## config.mk

```make
export PLATFORM = sky130hd
export DESIGN_NAME = swqc_window
export DESIGN_NICKNAME = d
export VERILOG_FILES = /design/src/rtl/swqc_pkg.sv /design/src/rtl/swqc_ring.sv /design/src/rtl/swqc_window.sv
export VERILOG_INCLUDE_DIRS = /design/src /design/src/rtl
export SDC_FILE = /design/constraint.sdc
export NUM_CORES = 1
export LEC_CHECK = 0
export BUFFER_PORTS_ARGS = -buffer_cell sky130_fd_sc_hd__buf_4
export CAP_MARGIN = 20
export CORE_ASPECT_RATIO = 1.75
export CORE_MARGIN = 4
export CORE_UTILIZATION = 61
export CTS_CLUSTER_DIAMETER = 150
export CTS_CLUSTER_SIZE = 40
export DETAILED_ROUTE_END_ITERATION = 10
export PLACE_DENSITY = 0.78
export SLEW_MARGIN = 20
export SYNTH_ARGS = -nofsm -noshare
export SYNTH_HDL_FRONTEND = slang
export SYNTH_SLANG_ARGS = --single-unit
```

## constraint.sdc

```tcl
create_clock -name clk_i -period 16.9 [get_ports clk_i]
set_input_delay 0 -clock clk_i [delete_from_list [all_inputs] [get_ports clk_i]]
set_output_delay 0 -clock clk_i [all_outputs]
set_load 0.05 [all_outputs]
```

## src/rtl/sliding_window_quality_check_unit_assert.svh

```systemverilog
// ----------------------------------------------------------------------------
// Assertion macros
// Concurrent assertion helpers for the sliding window quality check unit
// ----------------------------------------------------------------------------
`ifndef SLIDING_WINDOW_QUALITY_CHECK_UNIT_ASSERT_SVH
`define SLIDING_WINDOW_QUALITY_CHECK_UNIT_ASSERT_SVH

`ifndef SYNTHESIS
// assertion on an explicit clock and active-low reset
`define SWQC_ASSERT_ON(lbl, clk, rstn, prop) \
  lbl: assert property (@(posedge clk) disable iff (!rstn) (prop)) \
    else $error("swqc assertion failed");
// assertion on the usual clk_i / rst_ni pair
`define SWQC_ASSERT(lbl, prop) `SWQC_ASSERT_ON(lbl, clk_i, rst_ni, prop)
`else
`define SWQC_ASSERT_ON(lbl, clk, rstn, prop)
`define SWQC_ASSERT(lbl, prop)
`endif

`endif

```

## src/rtl/swqc_pkg.sv

```systemverilog
`timescale 1ns / 1ps
// ----------------------------------------------------------------------------
// swqc_pkg
// Shared widths, register codes and types of the sliding window quality check
// ----------------------------------------------------------------------------
package swqc_pkg;

  localparam int unsigned SWQC_WINDOW_MAX      = 64;
  localparam int unsigned SWQC_MAX_READ_LENGTH = 65536;

  localparam int unsigned QUAL_W     = 8;
  localparam int unsigned POS_W      = 16;
  localparam int unsigned SUM_W      = 14;
  localparam int unsigned CFG_WIN_W  = 7;
  localparam int unsigned CFG_STEP_W = 7;
  localparam int unsigned MIN_AVG_W  = 8;
  localparam int unsigned CFG_IDX_W  = 2;
  localparam int unsigned CFG_DATA_W = 8;

  localparam logic [CFG_IDX_W-1:0] CFG_IDX_WINDOW_SIZE = 2'd0;
  localparam logic [CFG_IDX_W-1:0] CFG_IDX_STEP_SIZE   = 2'd1;
  localparam logic [CFG_IDX_W-1:0] CFG_IDX_MIN_AVERAGE = 2'd2;

  localparam logic [CFG_WIN_W-1:0]  WINDOW_SIZE_RST = 7'd50;
  localparam logic [CFG_STEP_W-1:0] STEP_SIZE_RST   = 7'd5;
  localparam logic [MIN_AVG_W-1:0]  MIN_AVERAGE_RST = 8'd20;

  typedef struct packed {
    logic [CFG_WIN_W-1:0]  window_size;
    logic [CFG_STEP_W-1:0] step_size;
    logic [MIN_AVG_W-1:0]  min_average;
  } swqc_cfg_t;

  typedef struct packed {
    logic             passed;
    logic [POS_W-1:0] position;
  } swqc_result_t;

endpackage

```

## src/rtl/swqc_ring.sv

```systemverilog
`timescale 1ns / 1ps
// ----------------------------------------------------------------------------
// swqc_ring
// Score ring memory with registered read and write-to-read bypass
// ----------------------------------------------------------------------------
module swqc_ring
  import swqc_pkg::*;
#(
  parameter int unsigned DEPTH = SWQC_WINDOW_MAX
) (
  input  logic                     clk_i,
  input  logic                     rst_ni,
  input  logic                     wr_en_i,
  input  logic [$clog2(DEPTH)-1:0] wr_addr_i,
  input  logic [QUAL_W-1:0]        wr_data_i,
  input  logic [$clog2(DEPTH)-1:0] rd_addr_i,
  output logic [QUAL_W-1:0]        rd_data_o
);
  logic [QUAL_W-1:0] mem [DEPTH];
  logic [QUAL_W-1:0] rd_q;
  logic [QUAL_W-1:0] byp_data_q;
  logic              byp_q;

  always_ff @(posedge clk_i) begin
    if (wr_en_i) begin
      mem[wr_addr_i] <= wr_data_i;
    end
    rd_q       <= mem[rd_addr_i];
    byp_data_q <= wr_data_i;
  end

  // read of the slot written in the same cycle takes the new score
  always_ff @(posedge clk_i or negedge rst_ni) begin
    if (!rst_ni) begin
      byp_q <= 1'b0;
    end else begin
      byp_q <= wr_en_i && (rd_addr_i == wr_addr_i);
    end
  end

  assign rd_data_o = byp_q ? byp_data_q : rd_q;
endmodule

```

## src/rtl/swqc_window.sv

```systemverilog
`timescale 1ns / 1ps
`include "sliding_window_quality_check_unit_assert.svh"
// ----------------------------------------------------------------------------
// swqc_window
// Running window sum, window test, failure latch and per-read result
// ----------------------------------------------------------------------------
module swqc_window
  import swqc_pkg::*;
#(
  parameter int unsigned WINDOW_MAX      = SWQC_WINDOW_MAX,
  parameter int unsigned MAX_READ_LENGTH = SWQC_MAX_READ_LENGTH
) (
  input  logic              clk_i,
  input  logic              rst_ni,
  input  swqc_cfg_t         cfg_i,
  input  logic              acc_i,
  input  logic [QUAL_W-1:0] quality_i,
  input  logic              last_i,
  output swqc_result_t      res_o
);
  localparam int unsigned PTRW = $clog2(WINDOW_MAX);
  localparam int unsigned RW   = $clog2(WINDOW_MAX + 1);
  localparam int unsigned CW   = (RW > CFG_WIN_W) ? RW : CFG_WIN_W;
  localparam int unsigned IW   = $clog2(MAX_READ_LENGTH);
  localparam int unsigned EW   = ((IW > RW) ? IW : RW) + 1;
  localparam int unsigned THW  = MIN_AVG_W + RW;
  localparam int unsigned CMPW = (THW > SUM_W) ? THW : SUM_W;
  localparam int unsigned PW   = (IW > POS_W) ? IW : POS_W;

  localparam logic [IW-1:0]   LIMIT    = IW'(MAX_READ_LENGTH - 1);
  localparam logic [PTRW-1:0] PTR_LAST = PTRW'(WINDOW_MAX - 1);
  localparam logic [PTRW:0]   DEPTH_X  = (PTRW + 1)'(WINDOW_MAX);

  logic [SUM_W-1:0] sum_q, sum_d;
  logic [IW-1:0]    idx_q, idx_d;
  logic [IW-1:0]    nws_q, nws_d;
  logic [IW-1:0]    fail_start_q, fail_start_d;
  logic             failed_q, failed_d;
  logic [PTRW-1:0]  ptr_q, ptr_d;

  logic [CW-1:0]         win_raw;
  logic [RW-1:0]         win;
  logic [CFG_STEP_W-1:0] step;
  logic [THW-1:0]        thr;
  logic                  at_limit;
  logic                  ge_w;
  logic                  hit;
  logic                  fail_now;
  logic [EW-1:0]         nx;
  logic [IW-1:0]         nx_sat;
  logic [QUAL_W-1:0]     rd_data;
  logic [QUAL_W-1:0]     old;
  logic [SUM_W-1:0]      sum_new;
  logic [PTRW:0]         rd_ext;
  logic [PTRW:0]         rd_full;
  logic [PTRW-1:0]       rd_addr;
  logic                  fails;
  logic [IW-1:0]         fpos;
  logic [PW-1:0]         pos_wide;

  // effective settings: zero acts as one, window clamps to the ring depth
  assign win_raw = CW'(cfg_i.window_size);
  assign win     = (win_raw == '0) ? RW'(1) :
                   (win_raw > CW'(WINDOW_MAX)) ? RW'(WINDOW_MAX) : win_raw[RW-1:0];
  assign step    = (cfg_i.step_size == '0) ? CFG_STEP_W'(1) : cfg_i.step_size;
  assign thr     = THW'(cfg_i.min_average) * THW'(win);

  assign at_limit = (idx_q == LIMIT);
  assign ge_w     = (EW'(idx_q) >= EW'(win));
  // window starting at nws_q is tested when the score just after it arrives
  assign hit      = !failed_q && ge_w && !at_limit &&
                    (EW'(idx_q) == EW'(nws_q) + EW'(win));
  assign fail_now = hit && (CMPW'(sum_q) < CMPW'(thr));
  assign nx       = EW'(nws_q) + EW'(step);
  assign nx_sat   = (nx > EW'(LIMIT)) ? LIMIT : nx[IW-1:0];

  assign old     = ge_w ? rd_data : '0;
  assign sum_new = sum_q - SUM_W'(old) + SUM_W'(quality_i);

  always_comb begin
    sum_d        = sum_q;
    idx_d        = idx_q;
    nws_d        = nws_q;
    fail_start_d = fail_start_q;
    failed_d     = failed_q;
    ptr_d        = ptr_q;
    if (acc_i) begin
      if (last_i) begin
        sum_d        = '0;
        idx_d        = '0;
        nws_d        = '0;
        fail_start_d = '0;
        failed_d     = 1'b0;
        ptr_d        = '0;
      end else begin
        sum_d = sum_new;
        if (fail_now) begin
          failed_d     = 1'b1;
          fail_start_d = nws_q;
        end else if (hit) begin
          nws_d = nx_sat;
        end
        if (!at_limit) begin
          idx_d = idx_q + 1'b1;
          ptr_d = (ptr_q == PTR_LAST) ? '0 : ptr_q + 1'b1;
        end
      end
    end
  end

  // prefetch the slot that drops out of the window for the next item
  assign rd_ext  = {1'b0, ptr_d};
  assign rd_full = (rd_ext >= (PTRW + 1)'(win)) ? (rd_ext - (PTRW + 1)'(win))
                                                : (rd_ext + DEPTH_X - (PTRW + 1)'(win));
  assign rd_addr = rd_full[PTRW-1:0];

  swqc_ring #(
    .DEPTH (WINDOW_MAX)
  ) u_ring (
    .clk_i     (clk_i),
    .rst_ni    (rst_ni),
    .wr_en_i   (acc_i),
    .wr_addr_i (ptr_q),
    .wr_data_i (quality_i),
    .rd_addr_i (rd_addr),
    .rd_data_o (rd_data)
  );

  always_ff @(posedge clk_i or negedge rst_ni) begin
    if (!rst_ni) begin
      sum_q        <= '0;
      idx_q        <= '0;
      nws_q        <= '0;
      fail_start_q <= '0;
      failed_q     <= 1'b0;
      ptr_q        <= '0;
    end else begin
      sum_q        <= sum_d;
      idx_q        <= idx_d;
      nws_q        <= nws_d;
      fail_start_q <= fail_start_d;
      failed_q     <= failed_d;
      ptr_q        <= ptr_d;
    end
  end

  // a failure found on the last item itself still counts
  assign fails    = failed_q || fail_now;
  assign fpos     = fail_now ? nws_q : fail_start_q;
  assign pos_wide = PW'(fails ? fpos : idx_q);

  assign res_o.passed   = !fails;
  assign res_o.position = pos_wide[POS_W-1:0];

  `SWQC_ASSERT(a_clear_on_last, (acc_i && last_i) |=> (idx_q == '0 && !failed_q && ptr_q == '0))
  `SWQC_ASSERT(a_fail_sticky, (failed_q && !(acc_i && last_i)) |=> failed_q)
  `SWQC_ASSERT(a_index_step, (acc_i && !last_i && !at_limit) |=> (idx_q == IW'($past(idx_q) + 1'b1)))
  `SWQC_ASSERT(a_start_frozen, (failed_q && !acc_i) |=> $stable(nws_q) && $stable(fail_start_q))
endmodule

```

* Word-level counts from Yosys, hierarchy flattened *
Memories as Yosys holds them, arrays and structs flattened. A register that Yosys moved wholly into a read port is not among the register bits.
Index checks and enable logic that the tools add are counted.

word-level totals
  register bits = 78
  RAM bits = 512
  output and inout port bits = 17
  word-level logic and storage cells = 70
  memories = 1

cells by class
  add/sub/neg operators = 9
  multiply operators = 1
  order comparisons = 5
  equality and inequality tests = 6
  multiplexer cells = 24
  reduce and logical (&&, ||, !) cells = 16

memory list
  name        words  width  read ports  clocked after memory_dff  wr ports  RTL line         RTL
  u_ring.mem  64     8      1           1                         1         swqc_ring.sv:19  logic [QUAL_W-1:0] mem [DEPTH];

operator list
  kind                     count
  $mux W16                 9
  $add A16 B7 Y17          2
  $mux W6                  5
  $mux W7                  3
  $eq A16 B17 Y1           1
  $gt A17 B16 Y1 const B   1
  $add A16 B1 Y16 const B  1
  $eq A16 B16 Y1 const B   1
  $ge A16 B7 Y1            1
  $mux W8                  2
  $lt A14 B15 Y1           1
  $mul A8 B7 Y15           1
  $add A14 B8 Y14          1
  $logic_not A7 Y1         2
  $mux W14                 1
  $sub A14 B8 Y14          1
  $add A6 B1 Y6 const B    2
  $sub A6 B6 Y6            2
  $ge A6 B7 Y1             1
  $gt A7 B7 Y1 const B     1
  $eq A6 B6 Y1             1
  $eq A6 B6 Y1 const B     1
  $logic_and A1 B1 Y1      5
  $mux W1                  4
  6 further kinds          11

* Longest topological paths before layout *
  word-level depth = 10
  mapped depth = 31
  gate-level depth less buffers = 26

* Hierarchy *
From an unflattened synthesis, not the netlist that was laid out.

second synthesis, totals
  cells, all modules = 1920
  area total of the unflattened synthesis = 28910.2 um^2

by module, submodules not included
  module       instances  cells each  area each (um^2)  sequential area each (um^2)
  swqc_ring    1          950         20702.4           15720.1
  swqc_window  1          970         8207.9            1726.7

* Worst setup path after synthesis *
No wires, ideal clock.

  path kind = input -> output
  start = input port cfg_i[21] (netlist bit)
  end = output port res_o[10] (netlist bit)
  arrival = 6.599 ns
  required time = 16.900 ns
  setup slack = 10.301 ns
  stages = 28
  path buffers = 5
  cells stage by stage = clkbuf_1 nor2b_1 clkbuf_1 nand2_1 fa_1 fa_1 inv_1 fa_1 inv_1 fa_1 inv_1 ha_1 a21oi_1 nor2b_1 o2111ai_1 nand3_1 o211a_1 xnor2_1 ha_1 a211oi_1 nor3b_1 o21ai_0 o211ai_1 or4b_1 clkbuf_1 clkbuf_1 clkbuf_1 a21oi_1

RTL lines
  item         RTL line           RTL
  from (decl)  swqc_window.sv:15  input swqc_cfg_t cfg_i,
  to (decl)    swqc_window.sv:19  output swqc_result_t res_o

==> out/qor.csv <==
stage;metric;value;unit
synthesis;synth_commonest_cells;512 x edfxtp_1, 160 x mux4_2, 145 x nor2_1;
sta;max_clock_freq;0.1403;GHz
grt;grt_overflow;0;
synthesis;synth_cell_types;68;
sta;tightest_slew;1047;ps
cts;postCtsSetupBuffers;0;
final_layout;drive_above_1_share;0.1397;
critical_path;crit_path_max_fanout;50;
route;drtIter0Drc;1644;
sta;holdWs;38.04;ps
critical_path;critPathRequiredTime;16900;ps
placement;placed_area;29130;um^2
final_layout;nets;2018;
critical_path;arrival;7130;ps
cts;clk_pin_slew_worst_paths;150;ps
die;num_rows;104;
sta;finalSetupTns;0;ps
synthesis;ys_ff_latch;598;
critical_path;cp-end-kind;output pin;
die;die_y;292.7;um
critical_path;crit_start;cfg_i[21];
route;drt-wirelength-per-cell;25.50;um
synthesis;yosysSeqAreaShare;0.6174;
min_path;min_path_cells;5;
sta;hold_viol_final;0;
grt;grt_max_degree;71;
route;vias_per_cell;6.457;
cts;cts_tree;done;
critical_path;cpMostUsedCell;fa_1;
pwr;ir_worst_vdd;0.09726;mV
cts;htreeDepth;1;
placement;hpwlAfterDp;42730;um
sta;finalSetupViolations;0;
placement;place_congestion;0.9129;
critical_path;start_kind;primary input;
cts;clockRootBuffer;clkbuf_16;
placement;port_buffers;50;
synthesis;synth_area;28260;um^2
pwr;power_density;106.1;nW/um^2
critical_path;max_stage_delay;710;ps
final_layout;fin_cells;2451;
critical_path;r2r_start;idx_q[6];
critical_path;r2r_cells;13;
route;drt-pass1-iter-count;7;
synthesis;async_reset_ff_frac;0.1171;
cts;worstSkewPairLatency;590;ps
route;drc;0;
die;die_x;170.7;um
sta;slew_violations;0;
cts;cts_buffer_depth;3;
die;dieArea;49970;um^2
sta;min_period;7129;ps
synthesis;synth_ff_type;edfxtp_1;
final_layout;stdcell_area;29830;um^2
critical_path;r2r_setup_slack;10510;ps
placement;post-place-cells;2402;
route;via_count;15830;
route;wirelength;62500;um
final_layout;area_growth;5.561;%
critical_path;worstSetupPathType;in2out;
grt;track_usage;0.2556;
critical_path;timing.rr.end;u_ring.rd_q[5];
synthesis;yosysTopAreaCell;edfxtp_1;
run;maxCapViolations;0;
synthesis;ys_warn_count;0;
synthesis;synth.most_common_cell;edfxtp_1;
sta;slew_headroom;0.2988;
sta;grt_setup_unrepaired;false;
synthesis;postSynthCellCount;1858;
grt;antenna_found_initial;0;
sta;period_share;0.4218;
pwr;p_leak;10.38;nW
synthesis;yosysTopAreaCellShare;0.5441;
cts;cts_buffers;18;
sta;final.setup_skew;34.10;ps
grt;grt_pass1_wl;97900;um
min_path;hold_end;nws_q[2];
critical_path;crit_slowest_cell;nor2b_1;
die;initial_core_util;0.6152;
synthesis;syn_nets;2020;
grt;grt_pass1_vias;16310;
run_status;status;complete, no violations;
final_layout;antennaDiodeCount;0;
die;coreArea;45930;um^2
die;ios;51;
synthesis;avgSynthCellArea;15.21;um^2
synthesis;ys_top_cells_by_area;edfxtp_1 54%, mux4_2 13%, dfrtp_1 6.2%, ha_1 3.9%, fa_1 2.8%;
final_layout;final_util;0.6494;
synthesis;synth_edf_count;512;
min_path;min_from;cfg_i[9];
min_path;hold_class;in2reg;
route;detail-route-antenna-nets;0;
cts;cts_sinks;598;
## cell usage in the layout (no fill, tap or decap), types with 17 or more instances in the layout
cell type | Yosys | layout
a211oi_1 | 18 | 17
a21oi_1 | 67 | 67
and2_1 | 39 | 39
buf_4 | 0 | 63
clkbuf_16 | 0 | 19
dfrtp_1 | 70 | 70
dlygate4sd3_1 | 0 | 17
edfxtp_1 | 512 | 512
fa_1 | 40 | 39
ha_1 | 88 | 87
inv_1 | 110 | 110
mux2i_1 | 32 | 32
mux4_2 | 160 | 160
nand2_1 | 83 | 83
nand3_1 | 37 | 37
nor2_1 | 145 | 145
nor2b_1 | 29 | 29
nor3_1 | 20 | 20
o21ai_0 | 46 | 46
xnor2_1 | 37 | 34
xor2_1 | 30 | 29
## layout make-up
| type | count | area, um^2 |
|---|---|---|
| sequential | 598 | 17450 |
| fill | 3202 | 16100 |
| multi-input combinational | 1047 | 10070 |
| tap | 583 | 729.5 |
| timing repair buffer | 80 | 643.1 |
| clock buffer | 31 | 520.5 |
| inverter | 111 | 416.7 |
| clock inverter | 1 | 5.005 |
## flip-flops by register name, summed over array words and instances, names as in the netlist
| register | flops |
|---|---|
| u_ring.byp_q | 1 |
| u_ring.byp_data_q | 8 |
| ptr_q | 6 |
| fail_start_q | 16 |
| nws_q | 16 |
| failed_q | 1 |
| sum_q | 14 |
| u_ring.mem | 512 |
| idx_q | 16 |
| u_ring.rd_q | 8 |
## timing repair
item,CTS,global route
hold endpoints to repair,131,0
resized for setup,0,0
hold buffers,17,0
setup endpoints to repair,0,0
## metal layers
metal  global-route usage  share of wire  vias to the layer above
met5                    0              0                        -
met4              0.09552          0.045                        0
met3              0.02133          0.044                      131
met2               0.4694           0.56                      546
met1               0.3139           0.35                     8107
li1                     -              -                     7043
## report_power, final
group          leakage (nW)  switching, mW  internal (mW)
clock                 0.248          0.405          0.216
combinational          4.43          0.485          0.393
sequential             5.69         0.0273           1.64
total                  10.4          0.917           2.25
## kinds of logic after synthesis
kind of cell	after synthesis	synth area share
adder cells (fa/ha/maj)	128	0.06730
buffers and inverters	213	0.02887
multiplexers	193	0.1393
AND/OR/NAND/NOR	432	0.07416
XOR/XNOR	67	0.02077
AO/OA/AOI/OAI	227	0.05225
flip-flops	598	0.6174
## per-stage QoR
step | setup WS [ps] | total power, mW
after global placement | 9398 | 2.549
final | 9771 | 3.166
after detailed placement | 9232 | 2.575
after global routing | 9225 | 3.316
after floorplan | 10300 | 2.322
after CTS | 9747 | 3.176
## worst max path at each step
stage / to / depth (start not counted)
after floorplan: res_o[10] / 28
after global routing: res_o[3] / 26
final: res_o[3] / 26
after CTS: res_o[3] / 26
after detailed placement: fail_start_q[9] / 26
after global placement: fail_start_q[8] / 26
## worst max-delay path: cells and delay by family
kind,cells,cell delay (ps)
adder cells (fa/ha/maj),6,2590
AND/OR/NAND/NOR,6,1810
AO/OA/AOI/OAI,7,1730
buffers and inverters,6,840
XOR/XNOR,1,120
Note: power is estimated with default switching activity, not from simulation.
